File: src/design/ffca_pkg.sv
package ffca_pkg;

	localparam int CMD_W   = 2;
	localparam int SIZE_W  = 17;
	localparam int ALIGN_W = 13;
	localparam int ADDR_W  = 16;
	localparam int STAT_W  = 3;

	localparam int MIN_ALIGN = 8;
	localparam int MAX_ALIGN = 4096;
	localparam int POOL_MIN  = 64;
	localparam int POOL_MAX  = 65536;

	// padding fits below 2*MAX_ALIGN, stored padding is padding minus header
	localparam int PAD_W  = 13;
	localparam int LPAD_W = 12;
	localparam int REQ_W  = SIZE_W + 1;

	// remainder unit: bits retired per cycle and steps per remainder
	localparam int REM_BITS  = 4;
	localparam int DIV_STEPS = ADDR_W / REM_BITS;

	// configuration port
	localparam int PADDR_W = 3;
	localparam int PDATA_W = 32;
	localparam logic REG_POOL = 1'b0;

	typedef enum logic [CMD_W-1:0] {
		CMD_ALLOC,
		CMD_FREE,
		CMD_RESET,
		CMD_UNDEF
	} cmd_t;

	typedef enum logic [STAT_W-1:0] {
		ST_OK,
		ST_NOFIT,
		ST_BAD,
		ST_UNKNOWN,
		ST_FULL
	} status_t;

	typedef enum logic [4:0] {
		OP_NONE,
		OP_INIT,
		OP_LOAD,
		OP_ST_BAD,
		OP_ST_NOFIT,
		OP_ST_FULL,
		OP_ST_UNKNOWN,
		OP_POOL_RESET,
		OP_IDX_CLR,
		OP_IDX_INC,
		OP_SLOT_CLR,
		OP_SLOT_INC,
		OP_FRD,
		OP_FCAP,
		OP_PAD,
		OP_REQ,
		OP_ALLOC,
		OP_RD_NEXT,
		OP_WR_DN,
		OP_FCNT_DEC,
		OP_LRD,
		OP_LCAP,
		OP_PREV,
		OP_MERGE_BOTH,
		OP_MERGE_PREV,
		OP_MERGE_NEXT,
		OP_INS_PREP,
		OP_RD_PREV,
		OP_WR_UP,
		OP_INSERT,
		OP_OUT
	} dp_op_t;

	typedef enum logic [4:0] {
		S_INIT,
		S_IDLE,
		S_DECODE,
		S_A_RD,
		S_A_CAP,
		S_A_DIV,
		S_A_CMP,
		S_A_SLOT,
		S_R_RD,
		S_R_WR,
		S_F_LRD,
		S_F_LCHK,
		S_F_RD,
		S_F_CAP,
		S_F_DEC,
		S_I_RD,
		S_I_WR,
		S_DONE
	} ctrl_state_t;

	typedef struct packed {
		logic cmd_alloc;
		logic cmd_reset;
		logic bad_req;
		logic idx_end;
		logic rem_done;
		logic fit;
		logic slot_end;
		logic slot_free;
		logic exact;
		logic rm_end;
		logic live_hit;
		logic past;
		logic m_next;
		logic m_prev;
		logic fcnt_full;
		logic ins_end;
		logic out_free;
	} dp_stat_t;

endpackage

File: src/design/ffca_ctrl.sv
module ffca_ctrl (
	input  logic               clk,
	input  logic               arst_n,
	input  logic               in_valid,
	output logic               in_ready,
	input  ffca_pkg::dp_stat_t stat,
	output ffca_pkg::dp_op_t   op
);
	import ffca_pkg::*;

	ctrl_state_t state_q;
	ctrl_state_t state_d;

	always_ff @(posedge clk or negedge arst_n) begin
		if (!arst_n) begin
			state_q <= S_INIT;
		end else begin
			state_q <= state_d;
		end
	end

	always_comb begin
		state_d  = state_q;
		op       = OP_NONE;
		in_ready = (state_q == S_IDLE);
		case (state_q)
			S_INIT: begin
				op      = OP_INIT;
				state_d = S_IDLE;
			end
			S_IDLE: begin
				if (in_valid) begin
					op      = OP_LOAD;
					state_d = S_DECODE;
				end
			end
			S_DECODE: begin
				if (stat.bad_req) begin
					op      = OP_ST_BAD;
					state_d = S_DONE;
				end else if (stat.cmd_reset) begin
					op      = OP_POOL_RESET;
					state_d = S_DONE;
				end else if (stat.cmd_alloc) begin
					op      = OP_IDX_CLR;
					state_d = S_A_RD;
				end else begin
					op      = OP_SLOT_CLR;
					state_d = S_F_LRD;
				end
			end
			S_A_RD: begin
				if (stat.idx_end) begin
					op      = OP_ST_NOFIT;
					state_d = S_DONE;
				end else begin
					op      = OP_FRD;
					state_d = S_A_CAP;
				end
			end
			S_A_CAP: begin
				op      = OP_FCAP;
				state_d = S_A_DIV;
			end
			S_A_DIV: begin
				if (stat.rem_done) begin
					op      = OP_PAD;
					state_d = S_A_CMP;
				end
			end
			S_A_CMP: begin
				if (stat.fit) begin
					op      = OP_REQ;
					state_d = S_A_SLOT;
				end else begin
					op      = OP_IDX_INC;
					state_d = S_A_RD;
				end
			end
			S_A_SLOT: begin
				if (stat.slot_end) begin
					op      = OP_ST_FULL;
					state_d = S_DONE;
				end else if (stat.slot_free) begin
					op      = OP_ALLOC;
					state_d = stat.exact ? S_R_RD : S_DONE;
				end else begin
					op = OP_SLOT_INC;
				end
			end
			S_R_RD: begin
				if (stat.rm_end) begin
					op      = OP_FCNT_DEC;
					state_d = S_DONE;
				end else begin
					op      = OP_RD_NEXT;
					state_d = S_R_WR;
				end
			end
			S_R_WR: begin
				op      = OP_WR_DN;
				state_d = S_R_RD;
			end
			S_F_LRD: begin
				if (stat.slot_end) begin
					op      = OP_ST_UNKNOWN;
					state_d = S_DONE;
				end else if (!stat.slot_free) begin
					op      = OP_LRD;
					state_d = S_F_LCHK;
				end else begin
					op = OP_SLOT_INC;
				end
			end
			S_F_LCHK: begin
				if (stat.live_hit) begin
					op      = OP_LCAP;
					state_d = S_F_RD;
				end else begin
					op      = OP_SLOT_INC;
					state_d = S_F_LRD;
				end
			end
			S_F_RD: begin
				if (stat.idx_end) begin
					state_d = S_F_DEC;
				end else begin
					op      = OP_FRD;
					state_d = S_F_CAP;
				end
			end
			S_F_CAP: begin
				if (stat.past) begin
					op      = OP_FCAP;
					state_d = S_F_DEC;
				end else begin
					op      = OP_PREV;
					state_d = S_F_RD;
				end
			end
			S_F_DEC: begin
				if (!stat.m_next && !stat.m_prev && stat.fcnt_full) begin
					op      = OP_ST_FULL;
					state_d = S_DONE;
				end else if (stat.m_prev && stat.m_next) begin
					op      = OP_MERGE_BOTH;
					state_d = S_R_RD;
				end else if (stat.m_prev) begin
					op      = OP_MERGE_PREV;
					state_d = S_DONE;
				end else if (stat.m_next) begin
					op      = OP_MERGE_NEXT;
					state_d = S_DONE;
				end else begin
					op      = OP_INS_PREP;
					state_d = S_I_RD;
				end
			end
			S_I_RD: begin
				if (stat.ins_end) begin
					op      = OP_INSERT;
					state_d = S_DONE;
				end else begin
					op      = OP_RD_PREV;
					state_d = S_I_WR;
				end
			end
			S_I_WR: begin
				op      = OP_WR_UP;
				state_d = S_I_RD;
			end
			S_DONE: begin
				if (stat.out_free) begin
					op      = OP_OUT;
					state_d = S_IDLE;
				end
			end
			default: begin
				state_d = S_IDLE;
			end
		endcase
	end

endmodule

File: config.mk
export PLATFORM = sky130hd
export DESIGN_NAME = ffca_ctrl
export DESIGN_NICKNAME = d
export VERILOG_FILES = /design/src/design/ffca_pkg.sv /design/src/design/ffca_ctrl.sv
export SDC_FILE = /design/constraint.sdc
export NUM_CORES = 1
export LEC_CHECK = 0
export BUFFER_PORTS_ARGS = -buffer_cell sky130_fd_sc_hd__buf_2
export CAP_MARGIN = 0
export CORE_ASPECT_RATIO = 1.2
export CORE_UTILIZATION = 36
export DETAILED_ROUTE_END_ITERATION = 10
export MAX_ROUTING_LAYER = met4
export PLACE_DENSITY_LB_ADDON = 0.12
export SYNTH_ARGS = -nofsm -noshare
export SYNTH_HDL_FRONTEND = slang
export SYNTH_SLANG_ARGS = --single-unit
File: constraint.sdc
create_clock -name clk -period 2.2 [get_ports clk]
set_clock_uncertainty 0.15 [all_clocks]
set_input_delay 0.33 -clock clk [delete_from_list [all_inputs] [get_ports clk]]
set_output_delay 0.33 -clock clk [all_outputs]
set_load 0.005 [all_outputs]
# --- After elaboration in Yosys (flattened, before gate mapping) ---
# Index checks and enable logic that the tools add are counted.
word_totals:
  input_bits: 20
  ff_bits: 5
  elab_cells: 75
  out_inout_bits: 6
classes:
  reduce_logical: 7
  eq_ne: 22
  mux: 45
ops:
  columns: ["cell", "count"]
  rows:
  - ["$mux W5", 24]
  - ["$pmux W5 S18", 1]
  - ["$pmux W5 S17", 1]
  - ["$eq A5 B4 Y1 const B", 8]
  - ["$mux W4", 7]
  - ["$eq A5 B3 Y1 const B", 4]
  - ["$mux W2", 7]
  - ["$mux W3", 4]
  - ["$eq A5 B2 Y1 const B", 2]
  - ["$eq A5 B5 Y1 const B", 2]
  - ["$ne A2 B2 Y1 const B", 3]
  - ["$ne A3 B3 Y1 const B", 2]
  - ["$eq A5 B1 Y1 const B", 1]
  - ["$logic_not A5 Y1", 1]
  - ["$reduce_and A5 Y1", 1]
  - ["$logic_and A1 B1 Y1", 3]
  - ["$logic_not A1 Y1", 2]
  - ["$mux W1", 1]

# --- Depth between registers and ports, before layout ---
# Gate-level depths: netlist of the first run.
depth:
  depth_word: 5
  depth_mapped: 7
  ltp_nobuf: 7

# --- Worst setup path before layout of the first run ---
# OpenSTA, ideal clock, no wires.
synth_timing:
  path_type: "register -> output"
  start: "register state_q[2]"
  end: "output port op[2]"
  arrival_time_ns: 1.397
  setup_slack_ns: 0.323
  required_time_ns: 1.720
  n_path_buf: 3
  path_stages_with_launch: 8
  cell_sequence: "dfrtp_1 > buf_2 > buf_2 > buf_4 > nand3_1 > o21ai_0 > a221oi_1 > nand4_1"
synth_between:
  elab_chain_cells: 2
  elab_cells_between_ends: 19
  classes_between: "eq/ne (17); mux (1); reduce/logical (1)"
synth_rtl:
  columns: ["element", "line", "source"]
  rows:
  - ["start: declaration", "ffca_ctrl.sv:11", "ctrl_state_t state_q;"]
  - ["start signal: assignment", "ffca_ctrl.sv:18", "state_q <= state_d;"]
  - ["$eq A5 B5 Y1, or another cell as far along", "ffca_ctrl.sv:26", "case (state_q)"]
  - ["$pmux W5 S18 (*)", "ffca_ctrl.sv:26", null]
  - ["end: declaration", "ffca_ctrl.sv:7", "output ffca_pkg::dp_op_t op"]
# Every way passes the cells marked *; elsewhere a longest branch is shown, timed or not.

# --- Worst setup path after layout of the first run ---
layout_timing:
  start: "register state_q[2]"
  end: "output port op[0]"
# The elaborated chain is that of the path after synthesis.

==> impl_results.md, run 1 <==
- Top Registers: state_q: 5 flops
- Port Buffers: 25
- CP Class: flip-flop to primary output
- Max Fclk: 442 MHz
- Post-Syn Instances: 173
- Hold WC Path Type: input pin to flip-flop
- Power density over cell area: 1030 nW/um^2
- Run status: finished with violations
- Worst-margin pin slew: 362 ps
- Detailed Routing Iterations Pass 1: 5
- Rows: 22
- Post-synth EDFFs: 0
- Placer congestion estimate: 1.04
- H-tree depth: 1
- Total power: 1.98 mW
- Leak: roughly 0.82 nW
- Number of synthesized register bits: 5
- Fillers: 266
- Setup WS post-layout: -64.1 ps
- Seq/Total Area, Yosys: 0.106
- Die W: 54.3 um
- Post-synth top area cell: dfrtp_1
- Top cells by area, synth: dfrtp_1 (11%), nor2_1 (7.9%), ha_1 (5.3%)
- I/O pins: 26
- DP HPWL: 3450 um
- Max reg flops: 5
- DIE AREA: between 3000 and 4000 um^2
- Setup TNS: -174 ps
- Largest net degree at the start of global routing: 16
- Initial core utilization: 0.383
- Maximum vdd drop: ~0.00053 V
- CP Data Required Time: 1720 ps
- Final min period: 2260 ps
- Crit. Startpoint: state_q[2]
- Sw Ratio: 0.472
- Syn Std Cell Area: 1180 um^2
- Ys Warns: 0
- Antenna viol nets, final: 0
- R2R Path Start: state_q[2]
- Crit Path Max Fanout: 8
- Final net count: 270
- Int Pwr: 1.04 mW
- Vias in the first global route: 1,539
- Post-synth ARST share: 1.00
- Die Ht: 64.7 um
- DR vias: around 1,700
- Drt drc: 0
- Crit. End Element: primary output
- Final hold vios: 0
- Max-cap viol count: 0
- Final wirelength: approximately 5200 um
- GRT overflow: 0
- Comb pwr share: 0.848
- Fraction of layout cells with a size suffix above 1: 0.516
- WL per Instance: 18.7 um
- Final period utilization: 1.03
- Clock power frac: 0.053
- CTS tree: built
- P&R area growth vs syn: 62.2%
- Unrepaired setup endpoints after global routing: true
- CP arrival: 1780 ps
- P_sw: 933 uW
- Core box area: ~3000 um^2
- Syn_nets: 198
- Reg clk slew, reported paths: 40 ps
- Failing checks: negative setup slack
- Hold Startpoint: stat[0]
- Register bank with the most flops: state_q
- Worst slew margin: 0.752
- First-pass GRT wire length: about 7500 um
- CTS buffer count: 3
- CTS sink count: 5
- Reg power frac: 0.099
- Crit start category: flip-flop
- Antenna cell count: 0
- Clock root buffer: clkbuf_4
- Synth cell types: between 50 and 60
- Area share of the largest cell type after synthesis: 0.106
- Worst-Skew Late Latency: around 240 ps
- Post-synth top flop: dfrtp_1
- Total track usage: 0.299
- Initial antenna violation count: 0
- Via/cell ratio: 6.23
- Endpoints failing setup: 4
- Initial drt markers: 119
- Final slew viol count: 0
- Max Buffers Root-to-Sink: 2
- Mean post-synth cell area: between 6 and 7 um^2
## placed cells by master (no fill, tap or decap), types with 4 or more instances in the layout
| cell type | count |
|---|---|
| inv_1 | 4 |
| o21ai_0 | 9 |
| nor2_1 | 17 |
| nor3_1 | 5 |
| ha_1 | 5 |
| nor2_2 | 7 |
| a21oi_1 | 9 |
| nand3_1 | 5 |
| buf_4 | 43 |
| dfrtp_2 | 4 |
| buf_2 | 25 |
| nand2_1 | 7 |
| buf_6 | 11 |
## final timing paths
kind | endpoint | slack, ps | cells past startpoint
max in group asynchronous | state_q[0] | 1450 | 2
min in group asynchronous | state_q[4] | 300 | 2
min reg2reg | state_q[2] | 630 | 3
min | state_q[4] | 220 | 2
max reg2reg | state_q[0] | 50 | 6
max | op[0] | -60 | 6
## layer usage
layer	GRT usage	vias up	share of wire
met4	0.128	0	0.030
li1	-	806	-
met1	0.389	804	0.40
met2	0.471	116	0.49
met3	0.00704	18	0.086
met5	-	-	0
## metrics by stage
step	hold WS, ps	utilization	area, um^2	std cells	setup slack [ps]
finish	217	0.621	1920	280	-64.1
global route	207	0.621	1920	280	-108
CTS	199	0.582	1790	276	-10.6
detailed placement	-5.24	0.496	1530	254	35.7
global placement	-8.23	0.496	1530	254	26.4
floorplan	-116	-	1180	173	323
## worst max-delay path: stages (launching register included)
cell and delay [ps]:
dfrtp_2 470, buf_6 170, buf_4 150, nor4_2 320
o21ai_0 190, o2111ai_2 100, buf_2 140
## power groups by stage
| stage | Clock (mW) | Sequential [mW] | Combinational (mW) |
|---|---|---|---|
| 2_1_floorplan | 0 | 0.145 | 0.764 |
| 3_5_place_dp | 0 | 0.219 | 1.16 |
| 5_1_grt | 0.115 | 0.199 | 1.76 |
| 4_1_cts | 0.106 | 0.190 | 1.45 |
| 3_3_place_gp | 0 | 0.222 | 1.17 |
| 6_report | 0.106 | 0.195 | 1.67 |
## cell usage after synthesis, types with 3 or more instances
master / instances
nor2b_1: 5
a31oi_1: 3
buf_2: 10
o211ai_1: 3
nand2b_1: 6
o22ai_1: 3
nor2_1: 25
o31ai_1: 3
nand3_1: 5
o32a_1: 3
nor3_1: 7
nand4bb_1: 3
inv_1: 5
ha_1: 5
nor3b_1: 3
o21ai_0: 11
nand2_1: 9
nand4_1: 3
dfrtp_1: 5
nor4_1: 4
a21oi_1: 11
## repair_timing
action,in CTS,in global routing
buffers inserted,19,5
endpoints found under the hold margin,5,0
gates resized for setup,32,27
hold buffers,1,0
endpoints found under the setup margin,6,6
pin swaps,16,6
## cells by family (layout without fill, tap and decap cells)
family,count (synthesis),after routing,synth area share
AND/OR/NAND/NOR,83,83,0.389
AO/OA/AOI/OAI,58,58,0.344
buffers and inverters,18,89,0.0741
adder cells (fa/ha/maj),5,5,0.0530
flip-flops,5,5,0.106
multiplexers,3,3,0.0265
XOR/XNOR,1,1,0.00742
## final cells by class
type	instances	area (um^2)	area share
sequential	5	130	0.0679
inverter	5	18.8	0.00980
clock buffer	4	26.3	0.0137
tap	36	45.0	0.0235
multi-input combinational	150	1110	0.581
timing repair buffer	80	582	0.304
No activity file was read; power rests on OpenSTA's default activity.
==> inputs of run 2 (changes only) <==
Settings changed: CTS_CLUSTER_SIZE from default to 16, RECOVER_POWER from default to 50.
==> impl_results.md, run 2 (synthesized netlist as in run 1, its figures left out) <==
- Run status: finished with violations
- Failing checks: negative setup slack
- Crit start category: flip-flop
- CP arrival: 1780 ps (about the same)
- Via/cell ratio: 6.23 (unchanged)
- Total track usage: 0.299 (unchanged)
- Crit. End Element: primary output
- Initial antenna violation count: 0 (unchanged)
- Worst-Skew Late Latency: 240 ps (about the same)
- Slowest stage cell, crit path: dfrtp_2
- Setup WS post-layout: -64.1 ps (-0.0598 ps)
- Unrepaired setup endpoints after global routing: true
- Hold Startpoint: stat[0]
- Max Buffers Root-to-Sink: 2 (unchanged)
- Die W: 54.3 um (unchanged)
- First-pass GRT wire length: 7520 um (unchanged)
- H-tree depth: 1 (unchanged)
- P&R area growth vs syn: 62.1% (about the same)
- Crit-path max cell delay: 470 ps (about the same)
- Final hold vios: 0 (unchanged)
- Antenna viol nets, final: 0 (unchanged)
- Leak: 0.812 nW (-0.34%)
- Power density over cell area: 1030 nW/um^2 (about the same)
- Core box area: 3080 um^2 (unchanged)
- DR vias: 1,744 (unchanged)
- Register area: 130 um^2 (unchanged)
- Clock root buffer: clkbuf_4
- Register bank with the most flops: state_q
- Most common cell after layout, fill and taps aside: buf_4
- Endpoints failing setup: 4 (unchanged)
- Reg clk slew, reported paths: 40 ps (about the same)
- CTS buffer count: 3 (unchanged)
- Hold endpoint: state_q[4]
- CTS sink count: 5 (unchanged)
- DP HPWL: 3450 um (unchanged)
- Largest net degree at the start of global routing: 16 (unchanged)
- Placer congestion estimate: 1.04 (unchanged)
- RR Endpoint: state_q[0]
- Detailed Routing Iterations Pass 1: 5 (unchanged)
- GRT overflow: 0 (unchanged)
- Max Fclk: 442 MHz (about the same)
- Port Buffers: 25 (unchanged)
- Initial drt markers: 118 (-0.84%)
- Post-place setup slack: 35.7 ps (unchanged)
- Crit Path Max Fanout: 8 (unchanged)
- Worst path buffer plus inverter count: 3 (unchanged)
- Fillers: 266 (unchanged)
- Die Ht: 64.7 um (unchanged)
- Final min period: 2260 ps (+0.0598 ps)
- Maximum vdd drop: 0.000526 V (about the same)
- Vias in the first global route: 1,539 (unchanged)
- I/O pins: 26 (unchanged)
- CTS tree: built
- Worst slew margin: 0.752 (unchanged)
- CP Data Required Time: 1720 ps (about the same)
- Reg2Reg Depth: 6 (unchanged)
- Final slew viol count: 0 (unchanged)
- Final wirelength: 5230 um (about the same)
- Hold Path Cell Cnt: 2 (unchanged)
- Max-cap viol count: 0 (unchanged)
- Initial core utilization: 0.383 (unchanged)
- Fraction of layout cells with a size suffix above 1: 0.512 (-0.00410)
- Worst-margin pin slew: 362 ps (unchanged)
- Multi-input gate area: 1110 um^2 (unchanged)
- Top Registers: state_q: 5 flops
- Drt drc: 0 (unchanged)
- Antenna cell count: 0 (unchanged)
- Total power: 1.97 mW (about the same)
- R2r setup slk: 50 ps (about the same)
- Hold WC Path Type: input pin to flip-flop
- Worst path top cell family by delay: flip-flops
- WL per Instance: 18.7 um (about the same)
- Max reg flops: 5 (unchanged)
- Most frequent cells in the layout: buf_4 (43), buf_2 (24), nor2_1 (17)
- CP Class: flip-flop to primary output
- R2R Path Start: state_q[2]
- Rows: 22 (unchanged)
- Worst-path cell chain: buf_6 > buf_4 > nor4_2 > o21ai_0 > o2111ai_2 > buf_2
- Final net count: 270 (unchanged)
- Final period utilization: 1.03 (about the same)
- DIE AREA: 3520 um^2 (unchanged)
## run 2: cell types whose count changed in the layout (fill, tap and decap cells not counted), sizes merged
cell	previous run	this run
clkbuf	4	5
buf	79	78
## run 2: what timing repair did
item,4_1_cts,5_1_grt
hold buffers,1,0
endpoints found under the setup margin,6,6
pin swaps,16,6
resized for setup,32,27
endpoints found under the hold margin,5,0
setup buffers,19,5
## run 2: per-stage QoR
| stage | utilization | hold WS, ps | instances | TNS, ps | area (um^2) |
|---|---|---|---|---|---|
| global route | 0.621 | 207 | 280 | -500 | 1910 |
| CTS | 0.582 | 199 | 276 | -17.2 | 1790 |
| finish | 0.621 | 218 | 280 | -174 | 1910 |
| detailed placement | 0.496 | -5.24 | 254 | 0 | 1530 |
| floorplan | - | -116 | 173 | 0 | 1180 |
| global placement | 0.496 | -8.23 | 254 | 0 | 1530 |
## run 2: cell type report
type                       instances  area share
timing repair buffer              80       0.303
sequential                         5      0.0680
tap                               36      0.0235
clock buffer                       4      0.0137
multi-input combinational        150       0.582
inverter                           5     0.00980
## run 2: report_power, final
part	total [mW]	switching, mW	internal, mW
Sequential	0.195	0.0651	0.130
Clock	0.105	0.0369	0.0685
Combinational	1.67	0.830	0.844
Total	1.97	0.932	1.04
## run 2: routing by layer
metal | vias up | GRT usage | part of all wire
li1 | 806 | - | -
met1 | 804 | 0.389 | 0.40
met2 | 116 | 0.471 | 0.49
met3 | 18 | 0.00704 | 0.086
met4 | 0 | 0.128 | 0.030
met5 | - | - | 0
## run 2: worst max-delay path by stage
stage / depth (start not counted) / startpoint / end / slack, ps
floorplan: 7 / state_q[2] / op[2] / 320
global placement: 6 / state_q[3] / state_q[0] / 30
detailed placement: 7 / state_q[2] / op[4] / 40
CTS: 7 / state_q[4] / op[4] / -10
global route: 7 / state_q[2] / op[3] / -110
finish: 6 / state_q[2] / op[0] / -60
==> inputs of run 3 (changes only) <==
Settings changed: REMOVE_ABC_BUFFERS from default to 1.
==> impl_results.md, run 3 (synthesized netlist as in run 1, its figures left out) <==
- Core box area: 3080 um^2 (unchanged)
- Failing checks: negative setup slack
- DIE AREA: 3520 um^2 (unchanged)
- Largest net degree at the start of global routing: 15 (-1)
- Initial core utilization: 0.383 (unchanged)
- Final net count: 262 (-3.0%)
- DR vias: 1,733 (-0.63%)
- Unrepaired setup endpoints after global routing: true
- Hold_ws: 180 ps (-37.9 ps)
- Clock root buffer: clkbuf_4
- CTS tree: built
- Total track usage: 0.324 (+0.0257)
- Rows: 22 (unchanged)
- Top Registers: state_q: 5 flops
- Maximum vdd drop: 0.000809 V (+54%)
- First-pass GRT wire length: 8160 um (+8.4%)
- Initial antenna violation count: 0 (unchanged)
- Endpoints failing setup: 3 (-1)
- Detailed Routing Iterations Pass 1: 4 (-1)
- Post-place setup slack: 75.2 ps (+39.5 ps)
- Final wirelength: 5110 um (-2.3%)
- Worst-Skew Late Latency: 250 ps (about the same)
- Via/cell ratio: 6.37 (+2.3%)
- Antenna cell count: 0 (unchanged)
- Placer congestion estimate: 0.986 (-5.4%)
- CTS sink count: 5 (unchanged)
- Max Buffers Root-to-Sink: 2 (unchanged)
- Fillers: 262 (-1.5%)
- Worst-path cell chain: buf_6 > nand4bb_1 > a211o_1 > o311a_1 > nand3_2 > buf_2
- Max-cap viol count: 0 (unchanged)
- P&R area growth vs syn: 59.4%
- CP Class: flip-flop to primary output
- I/O pins: 26 (unchanged)
- Drt drc: 0 (unchanged)
- CP arrival: 1790 ps (about the same)
- Most common cell after layout, fill and taps aside: buf_4
- Fraction of layout cells with a size suffix above 1: 0.470 (-0.0420)
- Crit-path max cell delay: 460 ps (about the same)
- Crit start category: flip-flop
- Register bank with the most flops: state_q
- CP Data Required Time: 1720 ps (about the same)
- Vias in the first global route: 1,626 (+5.7%)
- Reg clk slew, reported paths: 50 ps (about the same)
- Final slew viol count: 0 (unchanged)
- GRT overflow: 0 (unchanged)
- Worst slew margin: 0.701 (-0.0511)
- DP HPWL: 3580 um (+3.9%)
- Initial drt markers: 119 (+0.85%)
- Worst path top cell family by delay: compound AO/OA/AOI/OAI gates
- WL per Instance: 18.8 um (+0.58%)
- Die W: 54.3 um (unchanged)
- Port Buffers: 25 (unchanged)
- Antenna viol nets, final: 0 (unchanged)
- Final hold vios: 0 (unchanged)
- Slowest stage cell, crit path: dfrtp_2
- H-tree depth: 1 (unchanged)
- Worst path buffer plus inverter count: 2 (-1)
- Max reg flops: 5 (unchanged)
- Crit. End Element: primary output
- Crit Path Max Fanout: 6 (-2)
- Hold WC Path Type: input pin to flip-flop
- Leak: 0.792 nW (-2.5%)
- Die Ht: 64.7 um (unchanged)
- Power density over cell area: 994 nW/um^2 (-3.7%)
- Run status: finished with violations
- Worst-margin pin slew: 447 ps (+84.8 ps)
- Final period utilization: 1.03 (about the same)
- CTS buffer count: 3 (unchanged)
- Most frequent cells in the layout: buf_4 (35), buf_2 (25), nor2_1 (17)
- Setup WS post-layout: -65.2 ps (-1.07 ps)
- Max Fclk: 441 MHz (about the same)
- Final min period: 2270 ps (+1.07 ps)
run 3: repair_timing:
action,CTS,global route
hold buffers,1,0
pin swaps,7,12
cloned,1,0
gates resized for setup,25,29
endpoints found under the hold margin,5,0
setup buffers,13,5
setup endpoints to repair,6,7
run 3: where the power goes:
group          leakage [nW]  switching, mW  internal, mW
Sequential           0.0583         0.0741         0.130
Clock                0.0150         0.0430        0.0689
Combinational         0.719          0.787         0.768
run 3: final cells by class:
type	instances	area (um^2)	share of cell area
Timing Repair Buffer	72	532	0.282
Multi-Input combinational cell	150	1130	0.600
Sequential cell	5	131	0.0698
Inverter	5	18.8	0.00997
Tap cell	36	45.0	0.0239
Clock buffer	4	26.3	0.0140
run 3: metrics by stage:
stage          utilization  cell area [um^2]  std cells  power (mW)  TNS (ps)
2_1_floorplan            -              1110        160       0.842         0
3_3_place_gp         0.490              1510        248        1.35         0
3_5_place_dp         0.490              1510        248        1.36         0
4_1_cts              0.563              1740        267        1.67     -77.4
5_1_grt              0.611              1880        272        1.99      -435
6_report             0.611              1880        272        1.87      -132
run 3: path summary, 6_finish.rpt:
check | slack (ps) | cells past startpoint | to | startpoint
worst max register to register | 40 | 8 | state_q[1] | state_q[2]
worst min register to register | 620 | 3 | state_q[2] | state_q[2]
worst max-delay path | -70 | 6 | op[3] | state_q[2]
worst min-delay path | 180 | 2 | state_q[4] | stat[0]
min in group asynchronous | 340 | 2 | state_q[4] | arst_n
max in group asynchronous | 1290 | 2 | state_q[3] | arst_n
run 3: routing by layer:
metal	GRT usage	vias to the layer above	routed length, um
met5	-	-	0
met4	0.141	0	288
met3	0.0376	27	351
met2	0.520	120	2470
met1	0.396	794	2000
li1	-	792	-
